**src/rtl/lru_pr_pkg.sv**
```systemverilog
// lru_pr_pkg: shared types and constants for the LRU page replacement block.
// No dependencies; imported by lru_page_replacement_top.
package lru_pr_pkg;

    // Fixed field widths
    localparam int CFG_W       = 5;
    localparam int FRAME_IDX_W = 4;
    localparam int FAULT_W     = 32;
    localparam int TUSER_W     = 2;

    // Sequencer state
    typedef logic [2:0] t_state;

    localparam t_state ST_IDLE   = 3'd0;
    localparam t_state ST_SCAN   = 3'd1;
    localparam t_state ST_DECIDE = 3'd2;
    localparam t_state ST_UPD    = 3'd3;
    localparam t_state ST_FIN    = 3'd4;

endpackage

```
**src/rtl/lru_page_replacement_top.sv**
```systemverilog
// lru_page_replacement_top: fully associative page-frame set with LRU replacement.
// Depends on lru_pr_pkg (state codes, field widths).
//
// One page reference per request on the slave stream; one result per reference on
// the master stream. A hit refreshes the frame's recency, a miss fills the lowest
// free frame while fewer than frames_in_use frames are held (0 acts as 1, values
// above MAX_FRAMES act as MAX_FRAMES), else it replaces the least recently used
// frame. A single sequencer walks the frames through one page/rank memory read
// port: a scan pass (match compare and max-rank search, one frame a cycle), a
// decision state, and an update pass that rewrites each used frame's rank. A
// new reference is not taken until the previous one has its result; the slave
// side is ready again in the cycle the result appears. The result sits in an
// output register, so the next reference is taken while it waits; that
// reference holds in its final state until the output register is free.
// frames_in_use is written through the cfg channel, which is always ready; write
// it only while no reference is in flight. No clearing pass is needed after reset.

module lru_page_replacement_top
    import lru_pr_pkg::*;
#(
    parameter int MAX_FRAMES = 16,
    parameter int PAGE_BITS  = 20
) (
    input  logic                   i_clk,
    input  logic                   i_rst_n,

    // Configuration write: frames_in_use
    input  logic                   i_cfg_valid,
    output logic                   o_cfg_ready,
    input  logic [CFG_W-1:0]       i_cfg_data,

    // Reference requests
    input  logic                   i_s_tvalid,
    output logic                   o_s_tready,
    // tdata, low bit up: page[PAGE_BITS], zero pad to whole bytes
    input  logic [((PAGE_BITS+7)/8)*8-1:0] i_s_tdata,

    // Results
    output logic                   o_m_tvalid,
    input  logic                   i_m_tready,
    // tdata, low bit up: frame_index[4], evicted_page[PAGE_BITS], fault_count[32], pad
    output logic [((FRAME_IDX_W+PAGE_BITS+FAULT_W+7)/8)*8-1:0] o_m_tdata,
    // tuser, low bit up: hit, evicted
    output logic [TUSER_W-1:0]     o_m_tuser
);

    localparam int IDXW    = (MAX_FRAMES > 1) ? $clog2(MAX_FRAMES) : 1;
    localparam int CNTW    = $clog2(MAX_FRAMES + 1);
    localparam int LW      = (CNTW > CFG_W) ? CNTW : CFG_W;
    localparam int OUT_RAW = FRAME_IDX_W + PAGE_BITS + FAULT_W;
    localparam int OUT_W   = ((OUT_RAW + 7) / 8) * 8;

    localparam logic [IDXW-1:0] LAST_IDX = IDXW'(MAX_FRAMES - 1);
    localparam logic [CNTW-1:0] N_FRAMES = CNTW'(MAX_FRAMES);
    localparam logic [LW-1:0]   LIM_MAX  = LW'(MAX_FRAMES);

    // Frame memories: page and recency rank per frame.
    // Entries at or above the fill count are never used, so no reset.
    logic [PAGE_BITS-1:0] mem_pg [MAX_FRAMES];
    logic [IDXW-1:0]      mem_rk [MAX_FRAMES];

    logic [PAGE_BITS-1:0] r_pg_q;
    logic [IDXW-1:0]      r_rk_q;

    // Control state
    t_state               r_state,   n_state;
    logic [CFG_W-1:0]     r_cfg;
    logic [CNTW-1:0]      r_occ,     n_occ;
    logic [FAULT_W-1:0]   r_faults,  n_faults;
    logic [CNTW-1:0]      r_cnt,     n_cnt;
    logic                 r_p_vld,   n_p_vld;
    logic                 r_out_vld, n_out_vld;

    // Payload / working registers
    logic [IDXW-1:0]      r_p_idx,   n_p_idx;
    logic [PAGE_BITS-1:0] r_page,    n_page;
    logic                 r_hit,     n_hit;
    logic [IDXW-1:0]      r_hit_f,   n_hit_f;
    logic [IDXW-1:0]      r_hit_rk,  n_hit_rk;
    logic                 r_found,   n_found;
    logic [IDXW-1:0]      r_best,    n_best;
    logic [IDXW-1:0]      r_lru_f,   n_lru_f;
    logic [PAGE_BITS-1:0] r_lru_pg,  n_lru_pg;
    logic [IDXW-1:0]      r_f,       n_f;
    logic [CNTW-1:0]      r_old,     n_old;
    logic                 r_res_ev,  n_res_ev;
    logic [PAGE_BITS-1:0] r_res_pg,  n_res_pg;
    logic                 r_o_hit,   n_o_hit;
    logic                 r_o_ev,    n_o_ev;
    logic [FRAME_IDX_W-1:0] r_o_f,   n_o_f;
    logic [PAGE_BITS-1:0] r_o_pg,    n_o_pg;
    logic [FAULT_W-1:0]   r_o_flt,   n_o_flt;

    // Memory port controls
    logic                 pg_we;
    logic [IDXW-1:0]      pg_waddr;
    logic                 rk_we;
    logic [IDXW-1:0]      rk_wdata;
    logic [IDXW-1:0]      rd_addr;

    // Helpers
    logic                 in_acc;
    logic                 out_take;
    logic                 issue;
    logic                 p_valid_frame;
    logic [LW-1:0]        lim;
    logic [LW-1:0]        cfg_ext;

    assign o_cfg_ready = 1'b1;
    assign o_s_tready  = (r_state == ST_IDLE);
    assign in_acc      = i_s_tvalid && o_s_tready;
    assign out_take    = r_out_vld && i_m_tready;
    assign issue       = (r_cnt < N_FRAMES);
    assign rd_addr     = r_cnt[IDXW-1:0];
    // Frames fill lowest first and are never freed: valid == below fill count
    assign p_valid_frame = (CNTW'(r_p_idx) < r_occ);

    // Clamp the configured limit to 1..MAX_FRAMES
    assign cfg_ext = LW'(r_cfg);
    always_comb begin
        if (cfg_ext == '0) begin
            lim = LW'(1);
        end else if (cfg_ext > LIM_MAX) begin
            lim = LIM_MAX;
        end else begin
            lim = cfg_ext;
        end
    end

    always_comb begin
        n_state   = r_state;
        n_occ     = r_occ;
        n_faults  = r_faults;
        n_cnt     = r_cnt;
        n_p_vld   = 1'b0;
        n_p_idx   = r_p_idx;
        n_page    = r_page;
        n_hit     = r_hit;
        n_hit_f   = r_hit_f;
        n_hit_rk  = r_hit_rk;
        n_found   = r_found;
        n_best    = r_best;
        n_lru_f   = r_lru_f;
        n_lru_pg  = r_lru_pg;
        n_f       = r_f;
        n_old     = r_old;
        n_res_ev  = r_res_ev;
        n_res_pg  = r_res_pg;
        n_o_hit   = r_o_hit;
        n_o_ev    = r_o_ev;
        n_o_f     = r_o_f;
        n_o_pg    = r_o_pg;
        n_o_flt   = r_o_flt;
        n_out_vld = out_take ? 1'b0 : r_out_vld;
        pg_we     = 1'b0;
        pg_waddr  = r_f;
        rk_we     = 1'b0;
        rk_wdata  = r_rk_q;

        case (r_state)
            ST_IDLE: begin
                if (in_acc) begin
                    n_page  = i_s_tdata[PAGE_BITS-1:0];
                    n_hit   = 1'b0;
                    n_found = 1'b0;
                    n_cnt   = '0;
                    n_state = ST_SCAN;
                end
            end

            ST_SCAN: begin
                // issue one read a cycle, evaluate the frame read last cycle
                if (issue) begin
                    n_cnt   = r_cnt + CNTW'(1);
                    n_p_vld = 1'b1;
                    n_p_idx = r_cnt[IDXW-1:0];
                end
                if (r_p_vld && p_valid_frame) begin
                    if (!r_hit && (r_pg_q == r_page)) begin
                        n_hit    = 1'b1;
                        n_hit_f  = r_p_idx;
                        n_hit_rk = r_rk_q;
                    end
                    if (!r_found || (r_rk_q > r_best)) begin
                        n_found  = 1'b1;
                        n_best   = r_rk_q;
                        n_lru_f  = r_p_idx;
                        n_lru_pg = r_pg_q;
                    end
                end
                if (r_p_vld && (r_p_idx == LAST_IDX)) begin
                    n_state = ST_DECIDE;
                end
            end

            ST_DECIDE: begin
                n_res_ev = 1'b0;
                n_res_pg = '0;
                if (r_hit) begin
                    n_f   = r_hit_f;
                    n_old = CNTW'(r_hit_rk);
                end else begin
                    if (r_faults != '1) begin
                        n_faults = r_faults + FAULT_W'(1);
                    end
                    pg_we = 1'b1;
                    if (LW'(r_occ) < lim) begin
                        // fill: every resident frame ages
                        n_f      = r_occ[IDXW-1:0];
                        n_old    = N_FRAMES;
                        n_occ    = r_occ + CNTW'(1);
                        pg_waddr = r_occ[IDXW-1:0];
                    end else begin
                        n_f      = r_lru_f;
                        n_old    = CNTW'(r_best);
                        n_res_ev = 1'b1;
                        n_res_pg = r_lru_pg;
                        pg_waddr = r_lru_f;
                    end
                end
                n_cnt   = '0;
                n_state = ST_UPD;
            end

            ST_UPD: begin
                // read-modify-write of each rank, one frame a cycle
                if (issue) begin
                    n_cnt   = r_cnt + CNTW'(1);
                    n_p_vld = 1'b1;
                    n_p_idx = r_cnt[IDXW-1:0];
                end
                if (r_p_vld && p_valid_frame) begin
                    rk_we = 1'b1;
                    if (r_p_idx == r_f) begin
                        rk_wdata = '0;
                    end else if (CNTW'(r_rk_q) < r_old) begin
                        rk_wdata = r_rk_q + IDXW'(1);
                    end
                end
                if (r_p_vld && (r_p_idx == LAST_IDX)) begin
                    n_state = ST_FIN;
                end
            end

            ST_FIN: begin
                if (!r_out_vld || i_m_tready) begin
                    n_o_hit   = r_hit;
                    n_o_ev    = r_res_ev;
                    n_o_f     = FRAME_IDX_W'(r_f);
                    n_o_pg    = r_res_pg;
                    n_o_flt   = r_faults;
                    n_out_vld = 1'b1;
                    n_state   = ST_IDLE;
                end
            end

            default: begin
                n_state = ST_IDLE;
            end
        endcase
    end

    // Frame memories: one write port each, registered read at the scan address
    always_ff @(posedge i_clk) begin
        if (pg_we) begin
            mem_pg[pg_waddr] <= r_page;
        end
        if (rk_we) begin
            mem_rk[r_p_idx] <= rk_wdata;
        end
        r_pg_q <= mem_pg[rd_addr];
        r_rk_q <= mem_rk[rd_addr];
    end

    // Control registers
    always_ff @(posedge i_clk) begin
        if (!i_rst_n) begin
            r_state   <= ST_IDLE;
            r_cfg     <= CFG_W'(16);
            r_occ     <= '0;
            r_faults  <= '0;
            r_cnt     <= '0;
            r_p_vld   <= 1'b0;
            r_out_vld <= 1'b0;
        end else begin
            r_state   <= n_state;
            r_occ     <= n_occ;
            r_faults  <= n_faults;
            r_cnt     <= n_cnt;
            r_p_vld   <= n_p_vld;
            r_out_vld <= n_out_vld;
            if (i_cfg_valid && o_cfg_ready) begin
                r_cfg <= i_cfg_data;
            end
        end
    end

    // Payload registers
    always_ff @(posedge i_clk) begin
        r_p_idx  <= n_p_idx;
        r_page   <= n_page;
        r_hit    <= n_hit;
        r_hit_f  <= n_hit_f;
        r_hit_rk <= n_hit_rk;
        r_found  <= n_found;
        r_best   <= n_best;
        r_lru_f  <= n_lru_f;
        r_lru_pg <= n_lru_pg;
        r_f      <= n_f;
        r_old    <= n_old;
        r_res_ev <= n_res_ev;
        r_res_pg <= n_res_pg;
        r_o_hit  <= n_o_hit;
        r_o_ev   <= n_o_ev;
        r_o_f    <= n_o_f;
        r_o_pg   <= n_o_pg;
        r_o_flt  <= n_o_flt;
    end

    assign o_m_tvalid = r_out_vld;
    assign o_m_tuser  = {r_o_ev, r_o_hit};
    assign o_m_tdata  = OUT_W'({r_o_flt, r_o_pg, r_o_f});

endmodule
```
**config.mk**
```make
export PLATFORM = sky130hd
export DESIGN_NAME = lru_page_replacement_top
export DESIGN_NICKNAME = d
export VERILOG_FILES = /design/src/rtl/lru_pr_pkg.sv /design/src/rtl/lru_page_replacement_top.sv
export SDC_FILE = /design/constraint.sdc
export NUM_CORES = 1
export LEC_CHECK = 0
export BUFFER_PORTS_ARGS = -buffer_cell sky130_fd_sc_hd__clkbuf_2
export CAP_MARGIN = 5
export CORE_AREA = 2 2 213 215
export DETAILED_ROUTE_END_ITERATION = 6
export DIE_AREA = 0 0 215 217
export GPL_ROUTABILITY_DRIVEN = 0
export GPL_TIMING_DRIVEN = 0
export PLACE_DENSITY = 0.7
export SYNTH_ARGS = -nofsm -noshare
export SYNTH_HDL_FRONTEND = slang
export SYNTH_SLANG_ARGS = --single-unit
```
**constraint.sdc**
```tcl
create_clock -name i_clk -period 9.4 [get_ports i_clk]
set_clock_uncertainty 0.05 [all_clocks]
set_input_delay 0.94 -clock i_clk [delete_from_list [all_inputs] [get_ports i_clk]]
set_output_delay 0.94 -clock i_clk [all_outputs]
set_load 0.05 [all_outputs]
```
==> results.cfg <==
[synthesis]
synthTopCellsByCount = 534 x edfxtp_1, 120 x mux4_2, 76 x dfxtp_1
synth.area.top_cells = edfxtp_1 69%, mux4_2 12%, dfxtp_1 6.5%, xnor2_1 1.5%, ha_1 0.96%
synth_top_area_share_pct = 68.6
syn_inst = 1211
yosysWarnings = 0
syn_area_per_cell_sq_um = 19.3
synth_edf_count = 534
synth_seq_cells = 610
async_flop_share_pct = 0
syn-cell-area_sq_um = 23400
syn_nets = 1263
yosysTopAreaCell = edfxtp_1
synth_cell_types = 65
yosysSeqAreaShare_pct = 75.1
synthFlopType = edfxtp_1
synth.most_common_cell = edfxtp_1

[placement]
hpwl_mm = 30.9
pre_cts_ws_ns = 5.47
dpl_cell_area_sq_um = 24900
dp.cells = 1917
io_buffers = 88

[timing]
clock.fmax_ghz = 0.245
finalHoldViolCount = 0
tightest_slew_ns = 1.16
maxSlewViolCount = 0
setup_viol = 0
slew_headroom_pct = 22.6
period_share_pct = 43.5
rsz0062_at_grt = no
setup-tns-final_ns = 0
setup_ws_ns = 5.31
period_needed_ns = 4.09
whs_ns = 0.366

[routing]
first_pass_iters = 5
route.detailed.drc = 0
ant_nets = 0
avgRoutedWirePerCell_um = 23.7
avgViaCountPerCell = 5.69
totalWireLength_mm = 48.0
vias = 11538
drt_first_iter_violations = 1211

[final_layout]
nNetsFinal = 1429
post-route-cell-area_sq_um = 26700
utilization_pct = 59.8
drive_above_1_share_pct = 25.8
instances_no_fill = 2027
synthToLayoutAreaGrowth_pct = 14.4
diodes = 0

[outcome]
status = finished, final reports clean

[die]
placementRows = 78
die-area_sq_um = 46700
core_area_sq_um = 44700
die_x_um = 215
io-pin-count = 95
initial_utilization_pct = 52.3
die_height_um = 217

[worst_setup_path]
critPathMaxFanout = 9
required_ns = 9.67
critPathLaunchType = register
slowest_delay_ns = 0.79
cp.arrival_ns = 4.35
crit_end = mem_pg[10][9]
cp-end-kind = register
path_cells = inv_1 -> nand2_1 -> ha_1 -> and2_1 -> a221oi_1 -> o21ai_2 -> mux2i_1 -> nand2_1 -> nor4b_2 -> buf_4 -> buf_4
reg2reg_slack_ns = 5.31
r2r-start = cfg_ext[4]
rr_endpoint = mem_pg[10][9]
cp_slowest_cell = nor4b_2
cp-startpoint = cfg_ext[4]
cp.depth = 11
r2r_cells = 11
criticalPathCategory = register to register
critPathTopFamily = simple AND/OR/NAND/NOR gates
path_buf_inv = 3

[clock_tree]
clk_pin_slew_ns = 0.06
clock_latency_ns = 0.62
clock-root-buffer = clkbuf_16
cts_tree = done
htreeDepth = 2
cts_hold_buf = 0
cts_setup_buffers = 0
clock-sinks = 610
numCtsBuffers = 58
cts_resized = 0
clockBufferDepth = 3

[global_route]
grt_overflow = 0
grt_pass1_wl_mm = 72.9
antenna_found_initial = 1
grt_pass1_vias = 11654
grt_util_all_layers_pct = 21.2
use_met2_pct = 35.1
top_usage_layer = met2
use_met3_pct = 3.94
grtUsageMet1_pct = 29.4
grt_max_degree = 34

[hold_path]
holdCritPathClass = register to register

[flow_run]
cap_violations = 0

[power]
ir_drop_mv = 0.146
powerDensity_nw_per_um2 = 202
power_mw = 5.39
leakage_nw = 8.65
==> report_power, final <==
group          total (mW)  internal [mW]  leakage (nW)  switching (mW)
clock                2.26           1.27         0.923           0.983
sequential           2.99           2.95          5.41          0.0330
combinational       0.147         0.0665          2.32          0.0809
total                5.39           4.29          8.65            1.10
==> layout by cell type, fill, tap and decap left out, types with 15 or more instances in the layout <==
cell / instances
inv_1: 17
nor2_1: 41
dfxtp_1: 76
and3_1: 27
nand4_1: 18
ha_1: 18
and2_1: 29
nor2b_1: 15
nand2_1: 34
clkinv_2: 17
clkbuf_2: 88
edfxtp_1: 534
clkbuf_1: 44
mux4_2: 120
clkbuf_16: 59
o21ai_0: 15
xnor2_1: 40
nand3_1: 17
xor2_1: 20
==> state kept, by name (all words and copies together), names as in the netlist, 5 cells and up <==
name	count
r_o_flt	32
r_faults	32
r_occ	5
r_lru_pg	20
r_o_pg	20
cfg_ext	5
r_old	5
r_res_pg	20
mem_pg	320
r_pg_q	20
r_page	20
mem_rk	64
r_cnt	5
==> worst min-delay path by stage <==
stage,slack (ns),cells past startpoint,startpoint,to
CTS,0.37,0,r_res_pg[10],r_o_pg[10]
finish,0.37,0,r_res_pg[10],r_o_pg[10]
detailed placement,0.36,0,r_res_pg[2],r_o_pg[2]
global route,0.37,0,r_res_pg[10],r_o_pg[10]
floorplan,0.35,0,r_res_ev,r_o_ev
global placement,0.36,0,r_res_pg[9],r_o_pg[9]
==> layout make-up <==
class                   count  area, sq um
repair buffers            106          638
multi-input cells         531         5640
fillers                  3275        18000
well taps                 600          751
plain buffers              53          229
clock buffers              75         1590
clock inverters            35          270
flip-flops and latches    610        17600
inverters                  17         63.8
==> metal layers <==
metal / vias up / share of wire [%]
met5: - / 0
met4: 0 / 2.2
met3: 69 / 6.9
met2: 412 / 49
met1: 5901 / 42
li1: 5156 / -
==> logic make-up after synthesis <==
kind of cell / Yosys count / share of synthesized area (%)
flops: 610 / 75.1
simple gates: 256 / 6.16
mux: 132 / 12.1
buf+inv: 70 / 1.25
compound gates: 64 / 2.11
xor+xnor: 60 / 2.25
fa+ha+maj: 18 / 0.964
other cells: 1 / 0.0161
Note: power is estimated with default switching activity, not from simulation.
